`src/rtl/core/lfr_pkg.sv`:
```
package lfr_pkg;

    // Ring geometry of one stream
    localparam int RING_LEN = 55;
    localparam int FAR_LAG  = 24;
    localparam int PTR_W    = 6;
    localparam logic [PTR_W-1:0] PTR_TOP = 6'd54;

    // Lanes of one ring entry
    localparam int LANES  = 4;
    localparam int LANE_W = 16;
    localparam int WORD_W = LANES * LANE_W;

    // Seeding
    localparam int SEED_W = 32;
    localparam logic [SEED_W-1:0] SEED_MULT = 32'd3141592621;

    // Stream selection
    localparam int STREAMS_DEF = 32;
    localparam int STREAM_W    = 5;
    localparam int SEL_EXT_W   = 9;

    // Stream bus widths
    localparam int IN_TDATA_W  = 40;
    localparam int OUT_TDATA_W = 64;

    // Command codes carried in tuser
    localparam logic CMD_RESEED = 1'b0;
    localparam logic CMD_DRAW   = 1'b1;

endpackage

```
`src/rtl/core/lfr_draw.sv`:
```
module lfr_draw #(
    parameter int STREAMS = lfr_pkg::STREAMS_DEF,
    parameter int IDX_W   = 5,
    parameter int ADDR_W  = 11
) (
    input  logic                            clk,
    input  logic                            rst_n,
    input  logic                            ptr_clr,
    input  logic                            start,
    input  logic [IDX_W-1:0]                start_idx,
    output logic                            busy,
    output logic                            rd_en,
    output logic [ADDR_W-1:0]               rd_addr_a,
    output logic [ADDR_W-1:0]               rd_addr_b,
    input  logic [lfr_pkg::WORD_W-1:0]      rd_data_a,
    input  logic [lfr_pkg::WORD_W-1:0]      rd_data_b,
    output logic                            wr_en,
    output logic [ADDR_W-1:0]               wr_addr,
    output logic [lfr_pkg::WORD_W-1:0]      wr_data,
    output logic                            m_tvalid,
    input  logic                            m_tready,
    output logic [lfr_pkg::OUT_TDATA_W-1:0] m_tdata
);
    import lfr_pkg::*;

    localparam logic [1:0] ST_IDLE = 2'd0;
    localparam logic [1:0] ST_ADDR = 2'd1;
    localparam logic [1:0] ST_SUM  = 2'd2;

    logic [1:0]         state_reg;
    logic [1:0]         state_next;
    logic [PTR_W-1:0]   ptr_mem [STREAMS];
    logic [STREAMS-1:0] ptr_vld_reg;
    logic [PTR_W-1:0]   ptr_q_reg;
    logic               vld_q_reg;
    logic [IDX_W-1:0]   idx_reg;
    logic [ADDR_W-1:0]  base_reg;
    logic [PTR_W-1:0]   k_cur;
    logic [PTR_W-1:0]   j_cur;
    logic [PTR_W-1:0]   k_reg;
    logic [PTR_W-1:0]   k_dec;
    logic [ADDR_W-1:0]  addr_k_reg;
    logic [WORD_W-1:0]  sum;
    logic               out_free;
    logic               retire;
    logic               out_valid_reg;
    logic [WORD_W-1:0]  out_data_reg;

    // An invalid pointer reads as the top of the ring.
    always_comb
    begin
        if (!vld_q_reg || (ptr_q_reg > PTR_TOP))
        begin
            k_cur = PTR_TOP;
        end
        else
        begin
            k_cur = ptr_q_reg;
        end
        if (k_cur < PTR_W'(RING_LEN - FAR_LAG))
        begin
            j_cur = k_cur + PTR_W'(FAR_LAG);
        end
        else
        begin
            j_cur = k_cur - PTR_W'(RING_LEN - FAR_LAG);
        end
    end

    assign k_dec    = (k_reg == '0) ? PTR_TOP : (k_reg - PTR_W'(1));
    assign out_free = !out_valid_reg || m_tready;
    assign retire   = (state_reg == ST_SUM) && out_free;

    always_comb
    begin
        for (int l = 0; l < LANES; l++)
        begin
            sum[l*LANE_W +: LANE_W] = rd_data_a[l*LANE_W +: LANE_W]
                                    + rd_data_b[l*LANE_W +: LANE_W];
        end
    end

    always_comb
    begin
        state_next = state_reg;
        unique case (state_reg)
            ST_IDLE:
            begin
                if (start)
                begin
                    state_next = ST_ADDR;
                end
            end
            ST_ADDR:
            begin
                state_next = ST_SUM;
            end
            ST_SUM:
            begin
                if (out_free)
                begin
                    state_next = ST_IDLE;
                end
            end
            default:
            begin
                state_next = ST_IDLE;
            end
        endcase
    end

    always_ff @(posedge clk or negedge rst_n)
    begin
        if (!rst_n)
        begin
            state_reg     <= ST_IDLE;
            ptr_vld_reg   <= '0;
            out_valid_reg <= 1'b0;
        end
        else
        begin
            state_reg <= state_next;
            if (ptr_clr)
            begin
                ptr_vld_reg <= '0;
            end
            else if (retire)
            begin
                ptr_vld_reg[idx_reg] <= 1'b1;
            end
            if (retire)
            begin
                out_valid_reg <= 1'b1;
            end
            else if (m_tready)
            begin
                out_valid_reg <= 1'b0;
            end
        end
    end

    // Pointer store: read at accept, written when the draw retires.
    always_ff @(posedge clk)
    begin
        if (start)
        begin
            ptr_q_reg <= ptr_mem[start_idx];
        end
        if (retire)
        begin
            ptr_mem[idx_reg] <= k_dec;
        end
    end

    always_ff @(posedge clk)
    begin
        if (start)
        begin
            vld_q_reg <= ptr_vld_reg[start_idx];
            idx_reg   <= start_idx;
            base_reg  <= ADDR_W'(start_idx * RING_LEN);
        end
        if (state_reg == ST_ADDR)
        begin
            k_reg      <= k_cur;
            addr_k_reg <= base_reg + ADDR_W'(k_cur);
        end
        if (retire)
        begin
            out_data_reg <= sum;
        end
    end

    assign busy      = (state_reg != ST_IDLE);
    assign rd_en     = (state_reg == ST_ADDR);
    assign rd_addr_a = base_reg + ADDR_W'(k_cur);
    assign rd_addr_b = base_reg + ADDR_W'(j_cur);
    assign wr_en     = retire;
    assign wr_addr   = addr_k_reg;
    assign wr_data   = sum;
    assign m_tvalid  = out_valid_reg;
    assign m_tdata   = out_data_reg;

    a_retire_shows: assert property (@(posedge clk) disable iff (!rst_n)
        retire |=> out_valid_reg)
        else $error("retired draw did not reach the output register");

    a_ptr_range: assert property (@(posedge clk) disable iff (!rst_n)
        (state_reg == ST_SUM) |-> (k_reg <= PTR_TOP))
        else $error("ring pointer out of range");

endmodule

```
`config.mk`:
```
export PLATFORM = sky130hd
export DESIGN_NAME = lfr_draw
export DESIGN_NICKNAME = d
export VERILOG_FILES = /design/src/rtl/core/lfr_pkg.sv /design/src/rtl/core/lfr_draw.sv
export SDC_FILE = /design/constraint.sdc
export NUM_CORES = 1
export LEC_CHECK = 0
export BUFFER_PORTS_ARGS = -buffer_cell sky130_fd_sc_hd__buf_2
export CORE_UTILIZATION = 55
export CTS_CLUSTER_DIAMETER = 30
export DETAILED_ROUTE_END_ITERATION = 8
export PLACE_DENSITY = 0.79
export SYNTH_ARGS = -nofsm -noshare
export SYNTH_HDL_FRONTEND = slang
export SYNTH_SLANG_ARGS = --single-unit
export TNS_END_PERCENT = 1
```
`constraint.sdc`:
```
create_clock -name clk -period 6 [get_ports clk]
set_input_delay 0.3 -clock clk [delete_from_list [all_inputs] [get_ports clk]]
set_output_delay 0.3 -clock clk [all_outputs]
set_load 0.05 [all_outputs]
```
==> impl_metrics.py <==
metrics = {
    "routing": {
        "wire_per_inst_um": 22.73,
        "finalWirelength_um": 43700,
        "remaining_drc_errors": 0,
        "vias": 11370,
        "via_per_inst": 5.910,
        "ant_nets": 0,
        "drtIter0Drc": 944,
        "drt_first_pass_iters": 5,
    },
    "global_routing": {
        "grt.total_usage_pct": 28.13,
        "grt_util_met1_pct": 35.04,
        "grt_max_degree": 53,
        "grt-busiest-layer": "met2",
        "antenna_found_initial": 1,
        "grt_pass1_vias": 11330,
        "met3_usage_pct": 4.634,
        "grt_pass1_wl_um": 64760,
        "grtUsageMet2_pct": 48.35,
        "grt.overflow.total": 0,
    },
    "floorplanning": {
        "die-height_um": 175.2,
        "num_rows": 63,
        "start_util_pct": 55.84,
        "io_pins": 303,
        "die_w_um": 175.2,
        "core_area_mm2": 0.02956,
        "die-area_mm2": 0.03071,
    },
    "clock_network": {
        "clock_tree.root_cell": "clkbuf_16",
        "htree_levels": 2,
        "ctsResizeCount": 0,
        "cts_tree": "built",
        "clock_sinks": 330,
        "clk_pin_slew_ns": 0.05,
        "clkLatencyLatePin_ns": 0.56,
        "cts_buffer_depth": 3,
        "cts_buffers": 58,
    },
    "placement": {
        "place_congestion": 0.9268,
        "io_buffers": 302,
        "dpl.hpwl_um": 29920,
        "dpl_cell_area_mm2": 0.01835,
    },
    "finish": {
        "largest_reg_flops": 192,
        "nFillCells": 1945,
        "syn_to_final_growth_pct": 23.42,
        "stdcell_area_mm2": 0.02037,
        "drive_gt1_share_pct": 30.13,
        "nNetsFinal": 1733,
    },
    "timing": {
        "period_needed_ns": 5.012,
        "skew_ns": 0.02184,
        "clock.fmax_ghz": 0.1995,
        "fin_hold_ws_ns": 0.06557,
        "final-setup-viol-count": 0,
        "worst_slew_pin_slew_ns": 1.314,
        "setup_tns_ns": 0,
        "maxSlewHeadroom_pct": 12.30,
        "period_share_pct": 83.53,
        "final-max-slew-violation-count": 0,
        "rsz0062_at_grt": "no",
        "final-hold-violation-count": 0,
    },
    "power": {
        "power_density_mw_per_mm2": 419.0,
        "ir_drop_mv": 0.2328,
        "leakage_nw": 8.293,
    },
    "critical_path": {
        "crit_type": "reg -> out",
        "worstPathRequired_ns": 5.70,
        "cp_max_fo": 8,
        "path_cells": "and3_1 > o211ai_1 > and2_1 > and2_1 > ha_1 > nand4_1 > nand3_1 > nand3_1 > o21a_1 > ha_1 > fa_1 > a21o_1 > a21o_1 > a21o_1 > a21oi_1 > nor2_1 > xor2_1 > buf_2",
        "arrival_ns": 4.71,
        "r2r_cells": 12,
        "end_kind": "primary output",
        "max_stage_delay_ns": 0.42,
        "cp-start-kind": "flop",
        "cpMaxStageDelayCell": "edfxtp_1",
        "cpMostUsedCell": "a21o_1",
    },
    "synth": {
        "netlist_instances": 1137,
        "syn_nets": 1389,
        "synth_area_leaders": "edfxtp_1 (54%), ha_1 (7.7%), mux4_2 (6.0%), dfrtp_1 (5.3%), mux4_1 (4.1%)",
        "ys_ff_latch": 330,
        "synth_area_mm2": 0.01651,
        "synth_top_area_cell": "edfxtp_1",
        "ys_types": 62,
        "synth-async-reset-ratio_pct": 10.61,
        "yosysWarnings": 0,
        "synth_area_per_cell_um2": 14.52,
        "synth-edff-count": 295,
        "yosysSeqAreaShare_pct": 58.98,
        "netlist.area_leader.share_pct": 53.67,
        "ys.flop_type": "edfxtp_1",
    },
    "flow_run": {
        "cap_violations": 0,
    },
    "hold_path": {
        "whs_path_depth": 2,
        "hold_class": "in -> reg",
    },
    "outcome": {
        "status": "finished, final reports clean",
    },
}
## final timing paths
path	startpoint	endpoint	slack, ns
max	ptr_q_reg[2]	rd_addr_b[8]	0.99
min	rd_data_b[32]	m_tdata[32]	0.07
max reg2reg	ptr_q_reg[0]	wr_addr[10]	2.89
min reg2reg	ptr_vld_reg[5]	ptr_vld_reg[5]	0.48
max in group asynchronous	rst_n	ptr_vld_reg[6]	5.00
min in group asynchronous	rst_n	ptr_vld_reg[24]	0.39
## cells by family after synthesis
family / synth area share [%]
DFF: 58.98
and+or+nand+nor: 7.982
AOI/OAI and AO/OA: 7.065
adders and majority gates: 9.187
xor gates and xnor gates: 4.139
buffers and inverters: 2.448
muxes: 10.20
## cell usage after synthesis (10+ instances only)
| master | n |
|---|---|
| nand3_1 | 13 |
| a21oi_1 | 49 |
| fa_1 | 12 |
| o21a_1 | 20 |
| inv_1 | 46 |
| nand2b_1 | 10 |
| nor2_1 | 149 |
| nand2_1 | 66 |
| nor3_1 | 12 |
| xnor2_1 | 51 |
| mux4_2 | 44 |
| o21ai_0 | 28 |
| ha_1 | 102 |
| edfxtp_1 | 295 |
| nor2b_1 | 15 |
| a21o_1 | 23 |
| dfrtp_1 | 35 |
| xor2_1 | 27 |
| mux4_1 | 26 |
## layer usage
layer / wire, um / part of all wire (%)
met1: 16500 / 38
met2: 21950 / 50
met3: 3268 / 7.5
met4: 1983 / 4.5
met5: 0 / 0
## cell type report
cell class | count | area (um^2) | area share, %
inverter | 47 | 176.4 | 0.8660
multi-input combinational | 735 | 6392 | 31.38
clock inverter | 36 | 391.6 | 1.922
clock buffer | 73 | 1613 | 7.917
sequential | 330 | 9734 | 47.78
tap | 390 | 488.0 | 2.395
timing repair buffer | 309 | 1569 | 7.702
antenna | 3 | 7.507 | 0.03685
## power breakdown
part           internal, mW  total (mW)  switching, mW  leakage (nW)
clock                  2.13        3.29           1.16         0.967
sequential             2.80        2.88         0.0787          3.17
combinational         0.581        2.37           1.79          4.16
## placed cells by master, fill, tap and decap left out, types with 8 or more instances in the layout
master,netlist,final
edfxtp_1,295,295
inv_1,46,46
clkbuf_1,9,9
nand2_1,66,66
clkinv_4,0,8
nor3_1,12,12
o21a_1,20,20
fa_1,12,12
buf_2,2,301
nand3_1,13,13
a21oi_1,49,49
a211oi_1,9,9
xor2_1,27,27
dfrtp_1,35,35
o21ai_0,28,26
and3_1,9,9
clkbuf_16,0,62
nor2_1,149,147
ha_1,102,102
xnor2_1,51,51
nand2b_1,10,10
a21o_1,23,23
clkinv_2,0,8
mux4_1,26,26
nor2b_1,15,14
mux4_2,44,44
## metrics by stage
step / instances / util [%] / worst slack, ns / power, mW
after floorplan: 1137 / - / 1.351 / 4.663
after detailed placement: 1810 / 62.06 / 1.569 / 5.259
final: 1923 / 68.92 / 0.9885 / 8.535
after CTS: 1920 / 68.88 / 1.018 / 8.558
after global routing: 1921 / 68.90 / 0.6370 / 8.786
after global placement: 1810 / 62.06 / 1.820 / 5.206
## critical path, delay by kind of cell (launching register included)
family / cells / cell delay (ns)
buffers and inverters: 1 / 0.28
AO/OA/AOI/OAI: 6 / 1.12
flip-flops: 1 / 0.42
XOR/XNOR: 1 / 0.14
adder cells (fa/ha/maj): 3 / 0.84
AND/OR/NAND/NOR: 7 / 1.34
## timing repair
action / 4_1_cts / 5_1_grt
setup buffers: 0 / 0
hold endpoints to repair: 35 / 0
hold buffers: 1 / 0
Note: power is estimated with default switching activity, not from simulation.
