<file path="config.mk">
export PLATFORM = sky130hd
export DESIGN_NAME = lfr_seeder
export DESIGN_NICKNAME = d
export VERILOG_FILES = /design/src/rtl/core/lfr_pkg.sv /design/src/rtl/core/lfr_seeder.sv
export SDC_FILE = /design/constraint.sdc
export NUM_CORES = 1
export LEC_CHECK = 0
export ABC_AREA = 1
export BUFFER_PORTS_ARGS = -buffer_cell sky130_fd_sc_hd__buf_4
export CAP_MARGIN = 0
export CORE_ASPECT_RATIO = 1.4
export CORE_MARGIN = 4
export CORE_UTILIZATION = 50
export DETAILED_ROUTE_END_ITERATION = 8
export GPL_ROUTABILITY_DRIVEN = 0
export PLACE_DENSITY = 0.71
export SLEW_MARGIN = 15
export SYNTH_ARGS = -nofsm -noshare
export SYNTH_HDL_FRONTEND = slang
export SYNTH_SLANG_ARGS = --single-unit
</file>
<file path="constraint.sdc">
create_clock -name clk -period 6.9 [get_ports clk]
set_clock_uncertainty 0.2 [all_clocks]
set_input_delay 1.38 -clock clk [delete_from_list [all_inputs] [get_ports clk]]
set_output_delay 1.38 -clock clk [all_outputs]
set_load 0.005 [all_outputs]
</file>
<file path="src/rtl/core/lfr_pkg.sv">
package lfr_pkg;

    // Ring geometry of one stream
    localparam int RING_LEN = 55;
    localparam int FAR_LAG  = 24;
    localparam int PTR_W    = 6;
    localparam logic [PTR_W-1:0] PTR_TOP = 6'd54;

    // Lanes of one ring entry
    localparam int LANES  = 4;
    localparam int LANE_W = 16;
    localparam int WORD_W = LANES * LANE_W;

    // Seeding
    localparam int SEED_W = 32;
    localparam logic [SEED_W-1:0] SEED_MULT = 32'd3141592621;

    // Stream selection
    localparam int STREAMS_DEF = 32;
    localparam int STREAM_W    = 5;
    localparam int SEL_EXT_W   = 9;

    // Stream bus widths
    localparam int IN_TDATA_W  = 40;
    localparam int OUT_TDATA_W = 64;

    // Command codes carried in tuser
    localparam logic CMD_RESEED = 1'b0;
    localparam logic CMD_DRAW   = 1'b1;

endpackage

</file>
<file path="src/rtl/core/lfr_seeder.sv">
module lfr_seeder #(
    parameter int STREAMS = lfr_pkg::STREAMS_DEF,
    parameter int IDX_W   = 5,
    parameter int ADDR_W  = 11
) (
    input  logic                       clk,
    input  logic                       rst_n,
    input  logic                       start,
    input  logic [lfr_pkg::SEED_W-1:0] seed,
    output logic                       busy,
    output logic                       wr_en,
    output logic [ADDR_W-1:0]          wr_addr,
    output logic [lfr_pkg::WORD_W-1:0] wr_data
);
    import lfr_pkg::*;

    logic                     busy_reg;
    logic                     busy_next;
    logic [1:0]               lane_reg;
    logic [PTR_W-1:0]         entry_reg;
    logic [IDX_W-1:0]         strm_reg;
    logic [ADDR_W-1:0]        addr_reg;
    logic [SEED_W-1:0]        s_reg;
    logic [SEED_W-1:0]        s_next;
    logic [SEED_W-1:0]        base_reg;
    logic [WORD_W-LANE_W-1:0] word_reg;
    logic                     entry_done;
    logic                     stream_done;
    logic                     last_stream;

    assign entry_done  = (lane_reg == 2'd3);
    assign stream_done = entry_done && (entry_reg == PTR_TOP);
    assign last_stream = (strm_reg == IDX_W'(STREAMS - 1));

    // A new stream starts from base plus its index; otherwise step the LCG.
    always_comb
    begin
        if (stream_done)
        begin
            s_next = base_reg + SEED_W'(strm_reg) + 32'd1;
        end
        else
        begin
            s_next = SEED_W'((s_reg + 32'd1) * SEED_MULT);
        end
    end

    always_comb
    begin
        busy_next = busy_reg;
        if (start)
        begin
            busy_next = 1'b1;
        end
        else if (busy_reg && stream_done && last_stream)
        begin
            busy_next = 1'b0;
        end
    end

    always_ff @(posedge clk or negedge rst_n)
    begin
        if (!rst_n)
        begin
            busy_reg  <= 1'b0;
            lane_reg  <= 2'd0;
            entry_reg <= '0;
            strm_reg  <= '0;
            addr_reg  <= '0;
        end
        else
        begin
            busy_reg <= busy_next;
            if (start)
            begin
                lane_reg  <= 2'd0;
                entry_reg <= '0;
                strm_reg  <= '0;
                addr_reg  <= '0;
            end
            else if (busy_reg)
            begin
                lane_reg <= lane_reg + 2'd1;
                if (entry_done)
                begin
                    addr_reg <= addr_reg + ADDR_W'(1);
                    if (stream_done)
                    begin
                        entry_reg <= '0;
                        strm_reg  <= strm_reg + IDX_W'(1);
                    end
                    else
                    begin
                        entry_reg <= entry_reg + PTR_W'(1);
                    end
                end
            end
        end
    end

    // The last lane goes straight from s_reg into the write data.
    always_ff @(posedge clk)
    begin
        if (start)
        begin
            s_reg    <= seed;
            base_reg <= seed;
        end
        else if (busy_reg)
        begin
            s_reg <= s_next;
            if (!entry_done)
            begin
                word_reg[lane_reg*LANE_W +: LANE_W] <= s_reg[SEED_W-1 -: LANE_W];
            end
        end
    end

    assign busy    = busy_reg;
    assign wr_en   = busy_reg && entry_done;
    assign wr_addr = addr_reg;
    assign wr_data = {s_reg[SEED_W-1 -: LANE_W], word_reg};

    a_write_only_busy: assert property (@(posedge clk) disable iff (!rst_n)
        wr_en |-> busy_reg)
        else $error("seeder writes the ring while idle");

endmodule

</file>
==> results of run 1 <==
[through the flow]
| stage | instances | util, % |
|---|---|---|
| 6_report | 2607 | 69.1 |
| 5_1_grt | 2607 | 69.1 |
| 4_1_cts | 2591 | 66.9 |
| 3_5_place_dp | 2531 | 61.7 |
| 3_3_place_gp | 2531 | 61.7 |
| 2_1_floorplan | 1808 | - |
[layout by cell type (no fill, tap or decap), types with 10 or more instances in the layout]
cell / count
buf_4: 399
inv_1: 371
nand2_1: 216
fa_1: 147
ha_1: 135
nor2_1: 118
edfxtp_1: 112
a21oi_1: 69
ha_4: 61
nand3_1: 57
inv_2: 56
nor3_1: 45
xor2_1: 40
o21ai_0: 37
dfrtp_1: 25
a21oi_2: 24
nand2_2: 20
nand4_1: 20
nor2_2: 17
xnor2_1: 17
clkbuf_16: 17
nor2_4: 15
nand3_2: 13
buf_6: 12
nand2_4: 10
[how the worst max path moves through the flow]
stage                              startpoint                   to  slack, ns  cells past startpoint
final                     s_reg[17]$_DFFE_PN_  s_reg[25]$_DFFE_PN_      -0.68                     31
after global routing       s_reg[1]$_DFFE_PN_  s_reg[30]$_DFFE_PN_      -0.84                     32
after CTS                 s_reg[16]$_DFFE_PN_  s_reg[30]$_DFFE_PN_      -0.38                     31
after detailed placement  s_reg[17]$_DFFE_PN_  s_reg[30]$_DFFE_PN_      -0.78                     29
after global placement    s_reg[17]$_DFFE_PN_  s_reg[30]$_DFFE_PN_      -0.75                     29
after floorplan            s_reg[0]$_DFFE_PN_  s_reg[30]$_DFFE_PN_      -0.09                     31
[cells by family after synthesis]
kind of cell / Yosys count
xor gates and xnor gates: 78
buffers and inverters: 468
DFF: 137
and+or+nand+nor: 575
adders and majority gates: 353
AOI/OAI and AO/OA: 197
[worst max-delay path, delay by kind of cell, from the launching register on]
kind	cells	cell delay [ns]
AO/OA/AOI/OAI	4	0.65
adder cells (fa/ha/maj)	9	3.94
buffers and inverters	10	0.88
flip-flops	1	0.40
AND/OR/NAND/NOR	8	1.23
[layer usage]
| metal | share of wire (%) | vias to the layer above | GRT usage, % |
|---|---|---|---|
| li1 | - | 6540 | - |
| met1 | 35 | 7025 | 33.6 |
| met2 | 51 | 689 | 53.5 |
| met3 | 5.4 | 263 | 4.00 |
| met4 | 8.9 | 0 | 20.9 |
| met5 | 0 | - | 0 |
[cell type report]
cell class	instances	area share [%]
Sequential cell	137	18.6
Tap cell	390	2.28
Multi-Input combinational cell	1203	54.1
Timing Repair Buffer	413	14.8
Clock inverter	14	0.514
Inverter	432	7.61
Clock buffer	18	2.00
[repair_timing]
action,CTS,global route
gates resized for setup,159,118
setup buffers,28,17
endpoints found under the setup margin,18,19
cloned,0,0
pin swaps,118,94
==> results.sh, run 1 <==
export IMPL_synth_top_area_share_pct=21.3
export IMPL_seq_area_frac_synth_pct=25.3
export IMPL_synth_cells=1808
export IMPL_cap_viol_max_count=0
export IMPL_synthAdderAreaFrac_pct=35.2
export IMPL_synth_area_leader_cell="edfxtp_1"
export IMPL_grt_setup_unrepaired="true"
export IMPL_path_class="reg -> reg"
export IMPL_initial_core_util_pct=50.9
export IMPL_worstReg2RegStart="s_reg[17]$_DFFE_PN_"
export IMPL_clkSlewWorstSetupHoldPaths_ns=0.06
export IMPL_drv_slew=0
export IMPL_antenna_left=0
export IMPL_largest_register_ffs=48
export IMPL_violations="negative setup slack"
export IMPL_async_reset_ff_share_pct=18.2
export IMPL_cts_root_buf="clkbuf_16"
export IMPL_synth_mux_area_fraction_pct=0
export IMPL_grt_max_degree=72
export IMPL_syn_avg_cell_area_um2=8.73
export IMPL_route_detailed_drc=0
export IMPL_final_area_um2=21400
export IMPL_arrival_ns=7.55
export IMPL_synth_most_common_cell="inv_1"
export IMPL_synth_top_family_by_area="adder cells"
export IMPL_worstHoldPathCells=1
export IMPL_core_um2=31000
export IMPL_yosys_top_cells_area="edfxtp_1 (21%), fa_1 (19%), ha_1 (16%), inv_1 (9.9%), nand2_1 (5.7%)"
export IMPL_place_area_um2=19100
export IMPL_synth_seq_cells=137
export IMPL_grt_pass1_wl_um=80400
export IMPL_period_minus_slack_ns=7.58
export IMPL_cpMaxStageDelayCell="fa_1"
export IMPL_cts_sinks=137
export IMPL_num_nets_final=2592
export IMPL_tightest_slew_ns=0.804
export IMPL_cts_tree="built"
export IMPL_tns_ns=-6.61
export IMPL_synth_area_um2=15800
export IMPL_synth_compound_area_share_pct=6.99
export IMPL_drive_above_1_share_pct=33.7
export IMPL_min_path_type="reg -> reg"
export IMPL_num_rows=76
export IMPL_synth_net_count=2196
export IMPL_hold_start="wr_addr[10]$_DFFE_PN0P_"
export IMPL_die_w_um=158
export IMPL_antenna_cells=0
export IMPL_ios=112
export IMPL_antenna_found_initial=0
export IMPL_chipHeight_um=218
export IMPL_gr_usage_all_layers_pct=30.4
export IMPL_slowest_delay_ns=0.60
export IMPL_drt_pass1_iter_count=8
export IMPL_setup_viol=16
export IMPL_crit_path_start_kind="register"
export IMPL_grt_pass1_vias=15400
export IMPL_n_fill_cell=2157
export IMPL_synth_edf_count=112
export IMPL_yosys_warnings=0
export IMPL_insertion_delay_ns=0.44
export IMPL_status="finished with violations"
export IMPL_cp_max_fo=4
export IMPL_fin_ws_ns=-0.680
export IMPL_die_area_um2=34500
export IMPL_synthXorXnorAreaFrac_pct=4.38
export IMPL_area_delta_synth_final_pct=35.7
export IMPL_place_ws_ns=-0.783
export IMPL_dr_first_iter_drc_count=1057
export IMPL_clockBufferDepth=2
export IMPL_ys_flop_type="edfxtp_1"
export IMPL_reg2reg_to="s_reg[25]$_DFFE_PN_"
export IMPL_slew_headroom_pct=46.4
export IMPL_dpl_hpwl_um=41000
export IMPL_wl_per_cell_um=20.8
export IMPL_layout_area_seq_um2=3990
export IMPL_end_kind="register"
export IMPL_multi_input_area_um2=11600
export IMPL_postCtsHoldBufs=0
export IMPL_r2r_slack_ns=-0.68
export IMPL_avgViaCountPerCell=5.57
export IMPL_netlist_top_cells_count="inv_1 (418), nand2_1 (238), ha_1 (202)"
export IMPL_port_buffers=111
export IMPL_fmax_mhz=132
export IMPL_worstPathRequired_ns=6.87
export IMPL_whs_endpoint="wr_addr[10]$_DFFE_PN0P_"
export IMPL_hold_ws_ns=0.269
export IMPL_hold_violations=0
export IMPL_period_share_pct=110
export IMPL_overflow=0
export IMPL_route_vias_total=14500
export IMPL_cts_buffers=17
export IMPL_totalWireLength_um=54200
export IMPL_cts_max_level=4
export IMPL_yosysUniqueCellTypes=52
export IMPL_rr_worst_depth=31
export IMPL_synth_simple_area_share_pct=16.6
Power of run 1 is left out: the tool's default activity adds up to more than one toggle a clock period on the data nets, which glitch-free logic cannot reach.
==> run 2, diff against run 1 <==
--- a/config.mk
+++ b/config.mk
@@ -5,7 +5,6 @@
 export SDC_FILE = /design/constraint.sdc
 export NUM_CORES = 1
 export LEC_CHECK = 0
-export ABC_AREA = 1
 export BUFFER_PORTS_ARGS = -buffer_cell sky130_fd_sc_hd__buf_4
 export CAP_MARGIN = 0
 export CORE_ASPECT_RATIO = 1.4
==> results.sh, run 2 <==
export IMPL_dr_first_iter_drc_count=954
export IMPL_synth_most_common_cell="inv_1"
export IMPL_grt_setup_unrepaired="true"
export IMPL_synthAdderAreaFrac_pct=36.6
export IMPL_seq_area_frac_synth_pct=26.3
export IMPL_synth_top_area_share_pct=22.2
export IMPL_fmax_mhz=132
export IMPL_drv_slew=0
export IMPL_area_delta_synth_final_pct=36.7
export IMPL_synth_net_count=1877
export IMPL_drive_above_1_share_pct=35.5
export IMPL_place_area_um2=18200
export IMPL_route_vias_total=12200
export IMPL_fin_ws_ns=-0.652
export IMPL_most_common_layout_cells="buf_4 (348), inv_1 (259), fa_1 (143)"
export IMPL_route_detailed_drc=0
export IMPL_drt_pass1_iter_count=5
export IMPL_ios=112
export IMPL_min_path_type="reg -> reg"
export IMPL_totalWireLength_um=47300
export IMPL_port_buffers=111
export IMPL_ys_flop_type="edfxtp_1"
export IMPL_final_area_um2=20700
export IMPL_grt_pass1_wl_um=67600
export IMPL_setup_viol=13
export IMPL_slew_headroom_pct=38.1
export IMPL_yosys_top_cells_area="edfxtp_1 (22%), fa_1 (20%), ha_1 (17%), inv_1 (7.4%), xnor2_1 (4.6%)"
export IMPL_wl_per_cell_um=21.3
export IMPL_cts_root_buf="clkbuf_16"
export IMPL_layout_commonest_cell="buf_4"
export IMPL_hold_violations=0
export IMPL_initial_core_util_pct=50.6
export IMPL_crit_path_frequent_cell="fa_1"
export IMPL_dpl_cell_count=2152
export IMPL_final_cells=2227
export IMPL_largest_register_ffs=48
export IMPL_synth_area_um2=15200
export IMPL_cts_sinks=137
export IMPL_tightest_slew_ns=0.928
export IMPL_cts_tree="built"
export IMPL_period_minus_slack_ns=7.55
export IMPL_period_share_pct=109
export IMPL_overflow=0
export IMPL_crit_path_start_kind="register"
export IMPL_end_kind="register"
export IMPL_synth_cells=1489
export IMPL_slowest_delay_ns=0.59
export IMPL_violations="negative setup slack"
export IMPL_avgViaCountPerCell=5.48
export IMPL_clkSlewWorstSetupHoldPaths_ns=0.06
export IMPL_hold_ws_ns=0.346
export IMPL_grt_max_degree=89
export IMPL_yosysUniqueCellTypes=62
export IMPL_cp_max_fo=4
export IMPL_grt_pass1_vias=12800
export IMPL_syn_avg_cell_area_um2=10.2
export IMPL_worstPathRequired_ns=6.88
export IMPL_synth_top_family_by_area="adder cells"
export IMPL_path_class="reg -> reg"
export IMPL_insertion_delay_ns=0.43
export IMPL_synth_seq_cells=137
export IMPL_arrival_ns=7.53
export IMPL_cap_viol_max_count=0
export IMPL_synth_mux_area_fraction_pct=0.619
export IMPL_chipHeight_um=214
export IMPL_clockBufferDepth=2
export IMPL_yosys_warnings=0
export IMPL_cts_buffers=17
export IMPL_synth_area_leader_cell="edfxtp_1"
export IMPL_async_reset_ff_share_pct=18.2
export IMPL_die_area_um2=33200
export IMPL_cpMaxStageDelayCell="fa_1"
export IMPL_antenna_found_initial=1
export IMPL_dpl_hpwl_um=35600
export IMPL_status="finished with violations"
export IMPL_cts_max_level=4
export IMPL_synth_edf_count=112
export IMPL_die_w_um=155
export IMPL_gr_usage_all_layers_pct=26.3
export IMPL_netlist_top_cells_count="inv_1 (299), ha_1 (202), fa_1 (151)"
export IMPL_synthXorXnorAreaFrac_pct=8.60
export IMPL_antenna_left=0
export IMPL_core_um2=29900
export IMPL_synth_simple_area_share_pct=11.6
export IMPL_num_rows=75
export IMPL_synth_compound_area_share_pct=7.13
export IMPL_place_ws_ns=-0.649
export IMPL_num_nets_final=2216
-- run 2: cell count changes in the layout (fill, tap and decap cells not counted), sizes merged, moves of 46 or more --
cell and delta:
nor2 -89, nand3 -46, and2 +60, nand2 -169, xnor2 +56, buf -47
inv -137
-- run 2: metal layers --
layer	vias to the layer above	global-route usage, %	routed length, µm
li1	5546	-	-
met1	6066	29.8	17200
met2	433	48.0	25200
met3	162	3.64	1840
met4	0	12.7	3110
met5	-	0	0
-- run 2: cell type report --
type	instances	area, µm²
Inverter	300	1130
Multi-Input combinational cell	1006	11700
Tap cell	385	482
Antenna cell	1	2.50
Clock buffer	19	433
Clock inverter	13	128
Fill cell	1966	9220
Timing Repair Buffer	366	2840
Sequential cell	137	3990
-- run 2: through the flow --
step                      utilization, %  TNS [ns]
final                               69.2     -4.89
after global routing                69.2     -7.86
after floorplan                        -    -0.609
after detailed placement            60.8     -8.43
after CTS                           63.7     -6.16
after global placement              60.8     -7.45
-- run 2: cells by family (layout without fill, tap and decap cells) --
kind of cell | after synthesis | count (layout)
AO/OA/AOI/OAI | 172 | 172
XOR/XNOR | 137 | 137
adder cells (fa/ha/maj) | 353 | 353
buffers and inverters | 346 | 698
flip-flops | 137 | 137
multiplexers | 9 | 9
other | 0 | 1
AND/OR/NAND/NOR | 335 | 335
-- run 2: what timing repair did --
item / in CTS / in global routing
setup buffers: 9 / 34
gates cloned: 0 / 0
hold buffers: 0 / 0
pin swaps: 33 / 122
resized for setup: 44 / 226
endpoints found under the setup margin: 19 / 19
-- run 2: path summary, 6_finish.rpt --
kind	slack, ns	depth (start not counted)	start	to
min in group asynchronous	0.65	1	rst_n	wr_addr[4]$_DFFE_PN0P_
setup / recovery	-0.65	29	s_reg[1]$_DFFE_PN_	s_reg[27]$_DFFE_PN_
max in group asynchronous	5.59	1	rst_n	strm_reg[0]$_DFFE_PN0P_
hold / removal	0.35	2	wr_addr[10]$_DFFE_PN0P_	wr_addr[10]$_DFFE_PN0P_
hold reg to reg	0.35	2	wr_addr[10]$_DFFE_PN0P_	wr_addr[10]$_DFFE_PN0P_
setup reg to reg	-0.65	29	s_reg[1]$_DFFE_PN_	s_reg[27]$_DFFE_PN_
-- run 2: worst max-delay path, delay by kind of cell (launching register included) --
family | cells | cell delay, ns
flops | 1 | 0.48
compound gates | 5 | 0.64
simple gates | 7 | 1.42
buf+inv | 8 | 0.81
fa+ha+maj | 7 | 3.38
xor+xnor | 2 | 0.37
Power of run 2 is left out for the same reason.
